**src/hw/rtl/gf256_lagrange_secret_recover_defines.svh**
```systemverilog
// Assertion macros for the GF(256) secret recovery block.
// Standalone header; expects a clock named clk and a reset named rst in scope.
`ifndef GF256_LAGRANGE_SECRET_RECOVER_DEFINES_SVH
`define GF256_LAGRANGE_SECRET_RECOVER_DEFINES_SVH

// same-cycle implication
`define GLSR_ASSERT_NOW(label, ante, cons, msg) \
  label: assert property (@(posedge clk) disable iff (rst) (ante) |-> (cons)) \
    else $error(msg);

// next-cycle implication
`define GLSR_ASSERT_NEXT(label, ante, cons, msg) \
  label: assert property (@(posedge clk) disable iff (rst) (ante) |=> (cons)) \
    else $error(msg);

`endif

```
**src/hw/rtl/glsr_pkg.sv**
```systemverilog
// Types, constants and the GF(2^8) multiply for the secret recovery block.
// No dependencies.
package glsr_pkg;

  localparam int MAX_SHARES_DEF = 16;

  // b^254 takes seven square-and-multiply steps
  localparam logic [2:0] INV_LAST = 3'd6;

  typedef enum logic [1:0] {
    STATUS_OK  = 2'd0,
    STATUS_DUP = 2'd1,
    STATUS_OVF = 2'd2
  } status_t;

  typedef enum logic [3:0] {
    ST_IDLE,
    ST_LDJ,
    ST_LATJ,
    ST_MNUM,
    ST_MDEN,
    ST_INV_SQ,
    ST_INV_MUL,
    ST_TERM1,
    ST_TERM2,
    ST_OUT
  } state_t;

  // carry-less multiply reduced by x^8 + x^4 + x^3 + x + 1
  function automatic logic [7:0] gf_mul(input logic [7:0] a, input logic [7:0] b);
    logic [7:0] acc;
    logic [7:0] aa;
    logic       carry;
    acc = 8'h00;
    aa  = a;
    for (int i = 0; i < 8; i++) begin
      if (b[i]) acc ^= aa;
      carry = aa[7];
      aa = {aa[6:0], 1'b0};
      if (carry) aa ^= 8'h1B;
    end
    return acc;
  endfunction

endpackage

```
**src/hw/rtl/gf256_lagrange_secret_recover.sv**
```systemverilog
// GF(256) Shamir secret recovery: point store plus Lagrange interpolation at zero.
// Uses glsr_pkg and gf256_lagrange_secret_recover_defines.svh.
// A share that is not final leaves the block ready for the next. A final share with n stored
// shares gives a valid result on one shared GF multiplier: per j, load, the products, the
// inversion, then the term. Overflow goes straight to the result; a duplicate ends sooner.
// Synchronous active-high reset empties the store; ready again once the result is taken.
`include "gf256_lagrange_secret_recover_defines.svh"

module gf256_lagrange_secret_recover #(
  parameter int MAX_SHARES = glsr_pkg::MAX_SHARES_DEF
) (
  input  logic       clk,
  input  logic       rst,
  input  logic       in_valid,
  output logic       in_ready,
  input  logic [7:0] share_x,
  input  logic [7:0] share_y,
  input  logic       final_share,
  output logic       out_valid,
  input  logic       out_ready,
  output logic [7:0] secret_byte,
  output logic [1:0] status
);

  localparam int IDX_W = (MAX_SHARES > 1) ? $clog2(MAX_SHARES) : 1;
  localparam int CNT_W = $clog2(MAX_SHARES + 1);

  glsr_pkg::state_t  state;
  glsr_pkg::state_t  state_next;
  logic [CNT_W-1:0]  share_count;
  logic [CNT_W-1:0]  share_count_next;
  logic              overflow_seen;
  logic              overflow_seen_next;

  logic [7:0]        x_mem [MAX_SHARES];
  logic [7:0]        y_mem [MAX_SHARES];
  logic [7:0]        x_q;
  logic [7:0]        y_q;
  logic [IDX_W-1:0]  rd_addr;

  logic [IDX_W-1:0]  j;
  logic [IDX_W-1:0]  m;
  logic [7:0]        xj;
  logic [7:0]        yj;
  logic [7:0]        num;
  logic [7:0]        den;
  logic [7:0]        inv_r;
  logic [2:0]        k;
  logic [7:0]        acc;
  glsr_pkg::status_t status_q;

  logic [7:0]        mul_a;
  logic [7:0]        mul_b;
  logic [7:0]        mul_p;

  logic              in_acc;
  logic              has_room;
  logic              last_m;
  logic              last_j;
  logic              skip_m;
  logic              dup_hit;

  assign in_acc   = in_valid && in_ready;
  assign has_room = share_count < CNT_W'(MAX_SHARES);
  assign last_m   = (CNT_W'(m) + CNT_W'(1)) == share_count;
  assign last_j   = (CNT_W'(j) + CNT_W'(1)) == share_count;
  assign skip_m   = (m == j);
  assign dup_hit  = !skip_m && (x_q == xj);
  assign mul_p    = glsr_pkg::gf_mul(mul_a, mul_b);

  assign secret_byte = acc;
  assign status      = status_q;

  // next state and control counters
  always_comb begin
    state_next         = state;
    share_count_next   = share_count;
    overflow_seen_next = overflow_seen;
    unique case (state)
      glsr_pkg::ST_IDLE: begin
        if (in_acc) begin
          if (has_room) share_count_next = share_count + CNT_W'(1);
          else          overflow_seen_next = 1'b1;
          if (final_share) begin
            state_next = (overflow_seen || !has_room) ? glsr_pkg::ST_OUT
                                                      : glsr_pkg::ST_LDJ;
          end
        end
      end
      glsr_pkg::ST_LDJ:  state_next = glsr_pkg::ST_LATJ;
      glsr_pkg::ST_LATJ: state_next = glsr_pkg::ST_MNUM;
      glsr_pkg::ST_MNUM: state_next = dup_hit ? glsr_pkg::ST_OUT : glsr_pkg::ST_MDEN;
      glsr_pkg::ST_MDEN: state_next = last_m ? glsr_pkg::ST_INV_SQ : glsr_pkg::ST_MNUM;
      glsr_pkg::ST_INV_SQ: state_next = glsr_pkg::ST_INV_MUL;
      glsr_pkg::ST_INV_MUL: begin
        state_next = (k == glsr_pkg::INV_LAST) ? glsr_pkg::ST_TERM1 : glsr_pkg::ST_INV_SQ;
      end
      glsr_pkg::ST_TERM1: state_next = glsr_pkg::ST_TERM2;
      glsr_pkg::ST_TERM2: state_next = last_j ? glsr_pkg::ST_OUT : glsr_pkg::ST_LDJ;
      glsr_pkg::ST_OUT: begin
        if (out_ready) begin
          state_next         = glsr_pkg::ST_IDLE;
          share_count_next   = '0;
          overflow_seen_next = 1'b0;
        end
      end
      default: state_next = glsr_pkg::ST_IDLE;
    endcase
  end

  // handshake, read address and multiplier operand select
  always_comb begin
    in_ready  = 1'b0;
    out_valid = 1'b0;
    rd_addr   = m;
    mul_a     = 8'h00;
    mul_b     = 8'h00;
    unique case (state)
      glsr_pkg::ST_IDLE:    in_ready = 1'b1;
      glsr_pkg::ST_LDJ:     rd_addr = j;
      glsr_pkg::ST_LATJ:    rd_addr = m;
      glsr_pkg::ST_MNUM: begin
        mul_a = num;
        mul_b = x_q;
      end
      glsr_pkg::ST_MDEN: begin
        rd_addr = m + IDX_W'(1);
        mul_a   = den;
        mul_b   = xj ^ x_q;
      end
      glsr_pkg::ST_INV_SQ: begin
        mul_a = den;
        mul_b = den;
      end
      glsr_pkg::ST_INV_MUL: begin
        mul_a = inv_r;
        mul_b = den;
      end
      glsr_pkg::ST_TERM1: begin
        mul_a = num;
        mul_b = inv_r;
      end
      glsr_pkg::ST_TERM2: begin
        mul_a = yj;
        mul_b = num;
      end
      glsr_pkg::ST_OUT:     out_valid = 1'b1;
      default: ;
    endcase
  end

  always_ff @(posedge clk) begin
    if (rst) begin
      state         <= glsr_pkg::ST_IDLE;
      share_count   <= '0;
      overflow_seen <= 1'b0;
    end else begin
      state         <= state_next;
      share_count   <= share_count_next;
      overflow_seen <= overflow_seen_next;
    end
  end

  // point store
  always_ff @(posedge clk) begin
    if (in_acc && has_room) begin
      x_mem[share_count[IDX_W-1:0]] <= share_x;
      y_mem[share_count[IDX_W-1:0]] <= share_y;
    end
    x_q <= x_mem[rd_addr];
    y_q <= y_mem[rd_addr];
  end

  // interpolation datapath
  always_ff @(posedge clk) begin
    unique case (state)
      glsr_pkg::ST_IDLE: begin
        if (in_acc && final_share) begin
          j        <= '0;
          acc      <= 8'h00;
          status_q <= (overflow_seen || !has_room) ? glsr_pkg::STATUS_OVF
                                                   : glsr_pkg::STATUS_OK;
        end
      end
      glsr_pkg::ST_LDJ: m <= '0;
      glsr_pkg::ST_LATJ: begin
        xj    <= x_q;
        yj    <= y_q;
        num   <= 8'h01;
        den   <= 8'h01;
        inv_r <= 8'h01;
        k     <= '0;
      end
      glsr_pkg::ST_MNUM: begin
        if (!skip_m) num <= mul_p;
        if (dup_hit) begin
          status_q <= glsr_pkg::STATUS_DUP;
          acc      <= 8'h00;
        end
      end
      glsr_pkg::ST_MDEN: begin
        if (!skip_m) den <= mul_p;
        m <= m + IDX_W'(1);
      end
      glsr_pkg::ST_INV_SQ: den <= mul_p;
      glsr_pkg::ST_INV_MUL: begin
        inv_r <= mul_p;
        k     <= k + 3'd1;
      end
      glsr_pkg::ST_TERM1: num <= mul_p;
      glsr_pkg::ST_TERM2: begin
        acc <= acc ^ mul_p;
        j   <= j + IDX_W'(1);
      end
      glsr_pkg::ST_OUT: ;
      default: ;
    endcase
  end

  `GLSR_ASSERT_NOW(a_ready_excl, in_ready, !out_valid, "input ready while result pending")
  `GLSR_ASSERT_NOW(a_err_zero, out_valid && (status != glsr_pkg::STATUS_OK),
    secret_byte == 8'h00, "error result with nonzero secret")
  `GLSR_ASSERT_NOW(a_count_max, 1'b1, share_count <= CNT_W'(MAX_SHARES),
    "share count beyond capacity")
  `GLSR_ASSERT_NEXT(a_final_busy, in_valid && in_ready && final_share, !in_ready,
    "ready right after final share")
  `GLSR_ASSERT_NEXT(a_out_done, out_valid && out_ready, in_ready && (share_count == '0),
    "store not emptied after result")

endmodule

```
**config.mk**
```make
export PLATFORM = sky130hd
export DESIGN_NAME = gf256_lagrange_secret_recover
export DESIGN_NICKNAME = d
export VERILOG_FILES = /design/src/hw/rtl/glsr_pkg.sv /design/src/hw/rtl/gf256_lagrange_secret_recover.sv
export VERILOG_INCLUDE_DIRS = /design/src /design/src/hw/rtl
export SDC_FILE = /design/constraint.sdc
export NUM_CORES = 1
export LEC_CHECK = 0
export CORE_ASPECT_RATIO = 1.1
export CORE_UTILIZATION = 40
export DETAILED_ROUTE_END_ITERATION = 6
export DONT_BUFFER_PORTS = 1
export PLACE_DENSITY = 0.53
export SYNTH_ARGS = -nofsm -noshare
export SYNTH_HDL_FRONTEND = slang
export SYNTH_SLANG_ARGS = --single-unit
export TNS_END_PERCENT = 30
```
**constraint.sdc**
```tcl
create_clock -name clk -period 9.25 [get_ports clk]
set_input_delay 0.925 -clock clk [delete_from_list [all_inputs] [get_ports clk]]
set_output_delay 0.925 -clock clk [all_outputs]
set_load 0.1 [all_outputs]
```
==> reports/metrics.csv <==
stage,metric,value,unit
run_status,outcome,"complete, no violations",
clock_network,post-CTS setup buffers,0,
pwr,switch share,0.268,
worst_setup_path,Startpoint Class,register,
run,Max-Cap Viols,0,
final_layout,final non-filler cell total,1771,
clock_network,post_cts resized,0,
timing,Hold WS,406,ps
final_layout,share of post-route cells with drive strength above 1,0.150,
timing,fin. max-slew vios,0,
pwr,Worst VDD drop,0.000142,V
logic_synthesis,Seq cells post-synth,343,
place,placed cell area,16900,um^2
timing,final hold viol count,0,
global_routing,vias in the first global route,9495,
clock_network,CTS Buf Count,39,
place,GP Congestion,0.885,
logic_synthesis,most frequent cell after synthesis,edfxtp_1,
worst_setup_path,Worst path slowest cell,buf_4,
die,core area,40100,um^2
logic_synthesis,Synth top cells by count,"edfxtp_1 (317), nor2_1 (107), nand2_1 (102)",
worst_hold_path,Hold/Removal Path Class,register to register,
die,Die X,194,um
pwr,Power Dens Cells,223,nW/um^2
place,Final HPWL DP,23400,um
final_layout,final core utilization,0.452,
pwr,sw power,1.08,mW
die,io pins,33,
logic_synthesis,Async SR Flop Fraction,0,
logic_synthesis,yosys warns,0,
route,post-route ant nets,0,
timing,final period utilization,0.453,
timing,TNS Setup,0,ps
pwr,register share of total power,0.467,
logic_synthesis,Post-synth top flop,edfxtp_1,
clock_network,htree depth,2,
worst_setup_path,critical path's most frequent cell,buf_4,
global_routing,Total GRT Usage,0.194,
pwr,P_leak,6.02,nW
timing,Final setup viols,0,
worst_setup_path,Worst path max stage delay,740,ps
final_layout,# diodes,0,
clock_network,Hold Buf Count CTS,0,
logic_synthesis,library cells used by synthesis,84,
route,vias per cell,5.53,
logic_synthesis,dominant cell type by area after synthesis,edfxtp_1,
route,drt wl/cell,22.3,um
logic_synthesis,Synth Area per Inst,13.1,um^2
timing,Period minus WS final,4190,ps
final_layout,area delta synth->final,11.7,%
route,Via Count,9785,
worst_setup_path,critical path cell sequence,buf_4 -> inv_2 -> nor4_2 -> a221o_4 -> buf_4 -> mux2_2 -> nand2_1 -> o21ai_0 -> a211oi_1 -> a21oi_1,
worst_setup_path,critical path buffer and inverter count,3,
worst_setup_path,CP Capture Type,register,
worst_setup_path,Crit Path Class,register to register,
timing,slew margin rel.,0.142,
route,routed wire length,39500,um
die,Die Ht,213,um
global_routing,pin count of the biggest net entering global routing,89,
clock_network,CTS sink cnt,343,
route,DRC viols,0,
route,first drt pass iteration count,6,
clock_network,CTS tree,yes,
worst_setup_path,Worst Path Required,9640,ps
pwr,Power Total,4.04,mW
logic_synthesis,ranking of synthesized cells by area,"edfxtp_1 (59%), mux2_2 (4.4%), mux2i_1 (4.4%)",
timing,slew at the pin closest to its max-slew limit,1270,ps
global_routing,GRT overflow,0,
die,Starting Density,0.405,
logic_synthesis,Yosys top cell area share,0.586,
pwr,combinational group share of total power,0.150,
timing,Worst Slack Setup Final,5060,ps
worst_setup_path,family with the most delay on the worst path,buffers and inverters,
route,initial DRC count,715,
place,Setup WS pre-CTS,5060,ps
clock_network,"Clk Latency, worst-skew pair",550,ps
place,Placed Instances,1700,
logic_synthesis,Post-synth EDFFs,317,
pwr,total internal power,2.96,mW
die,FP Rows,77,
logic_synthesis,Synth Net Count,1269,
logic_synthesis,Post-Syn Area,16200,um^2
clock_network,CTS max path bufs,3,
timing,RSZ-0062 raised after global routing,false,
global_routing,first-pass GRT wire length,59400,um
final_layout,nets@finish,1257,
timing,fmax,239,MHz
logic_synthesis,sequential area share after synthesis,0.618,
clock_network,Worst-path clk slew,60,ps
worst_setup_path,CP max FO,52,
worst_setup_path,Worst EP arrival,4580,ps
die,die area,41400,um^2
logic_synthesis,Post-Synthesis Cells,1240,
global_routing,initial antenna violation count,0,
final_layout,final instance area,18100,um^2
clock_network,clock root cell,clkbuf_16,
place,IO buf count,0,
pwr,Clk pwr share,0.383,
timing,Max Clock Skew,16.3,ps
[power groups by stage]
stage	Clock, mW	Combinational (mW)	Sequential (mW)
6_report	1.54	0.606	1.89
5_1_grt	1.64	0.672	1.90
4_1_cts	1.58	0.613	1.89
3_5_place_dp	0	0.610	1.92
3_3_place_gp	0	0.609	1.92
2_1_floorplan	0	0.486	1.87
[sequential cells by signal (all words and copies together), names as in the netlist, 5 cells and up]
register / cells
den: 8
inv_r: 8
y_q: 8
num: 8
x_q: 8
share_count: 5
y_mem: 128
yj: 8
x_mem: 128
xj: 8
secret_byte: 8
[path summary, 6_finish.rpt]
| path | start | to | slack (ps) | cells past startpoint |
|---|---|---|---|---|
| setup reg to reg | state[0] | x_q[5] | 5060 | 10 |
| setup / recovery | state[0] | x_q[5] | 5060 | 10 |
| hold reg to reg | y_q[3] | yj[3] | 410 | 0 |
| hold / removal | y_q[3] | yj[3] | 410 | 0 |
[routing by layer]
metal,GRT usage,vias to the layer above,wire [um]
li1,-,4626,-
met1,0.249,4827,17200
met2,0.324,253,18800
met3,0.0409,79,2230
met4,0.0684,0,1230
met5,0,-,0
[cell type report]
| class | instances | area [um^2] |
|---|---|---|
| timing repair buffer | 23 | 213 |
| multi-input combinational | 811 | 5930 |
| tap | 513 | 642 |
| clock buffer | 48 | 1010 |
| clock inverter | 23 | 260 |
| sequential | 343 | 10000 |
| fill | 3635 | 21900 |
| inverter | 10 | 37.5 |
[cells by family after synthesis]
family / after synthesis / share of synthesized area
DFF: 343 / 0.618
adders and majority gates: 8 / 0.00617
muxes: 135 / 0.0882
and+or+nand+nor: 340 / 0.105
xor gates and xnor gates: 91 / 0.0620
AOI/OAI and AO/OA: 237 / 0.0958
buffers and inverters: 86 / 0.0245
[worst reg2reg max path, stage by stage (launching register included)]
cell and delay (ps):
dfxtp_1 310, buf_4 410, inv_2 230, nor4_2 600, a221o_4 650, buf_4 760
mux2_2 480, nand2_1 60, o21ai_0 100, a211oi_1 340, a21oi_1 110
[cell usage in the layout (no fill, tap or decap), drive strengths merged, types with 5 or more instances in the layout]
| master | instances |
|---|---|
| a211oi | 54 |
| a21o | 5 |
| a21oi | 63 |
| a32oi | 6 |
| and2 | 8 |
| buf | 23 |
| bufinv | 5 |
| clkbuf | 48 |
| clkinv | 14 |
| dfxtp | 26 |
| edfxtp | 317 |
| ha | 8 |
| inv | 13 |
| mux2 | 64 |
| mux2i | 71 |
| nand2 | 102 |
| nand2b | 15 |
| nand3 | 19 |
| nand3b | 14 |
| nand4 | 8 |
| nor2 | 108 |
| nor2b | 9 |
| nor3 | 13 |
| nor4 | 5 |
| nor4b | 7 |
| o211ai | 5 |
| o21ai | 64 |
| or2 | 6 |
| xnor2 | 59 |
| xnor3 | 14 |
| xor2 | 18 |
(Power assumes the default switching activity.)
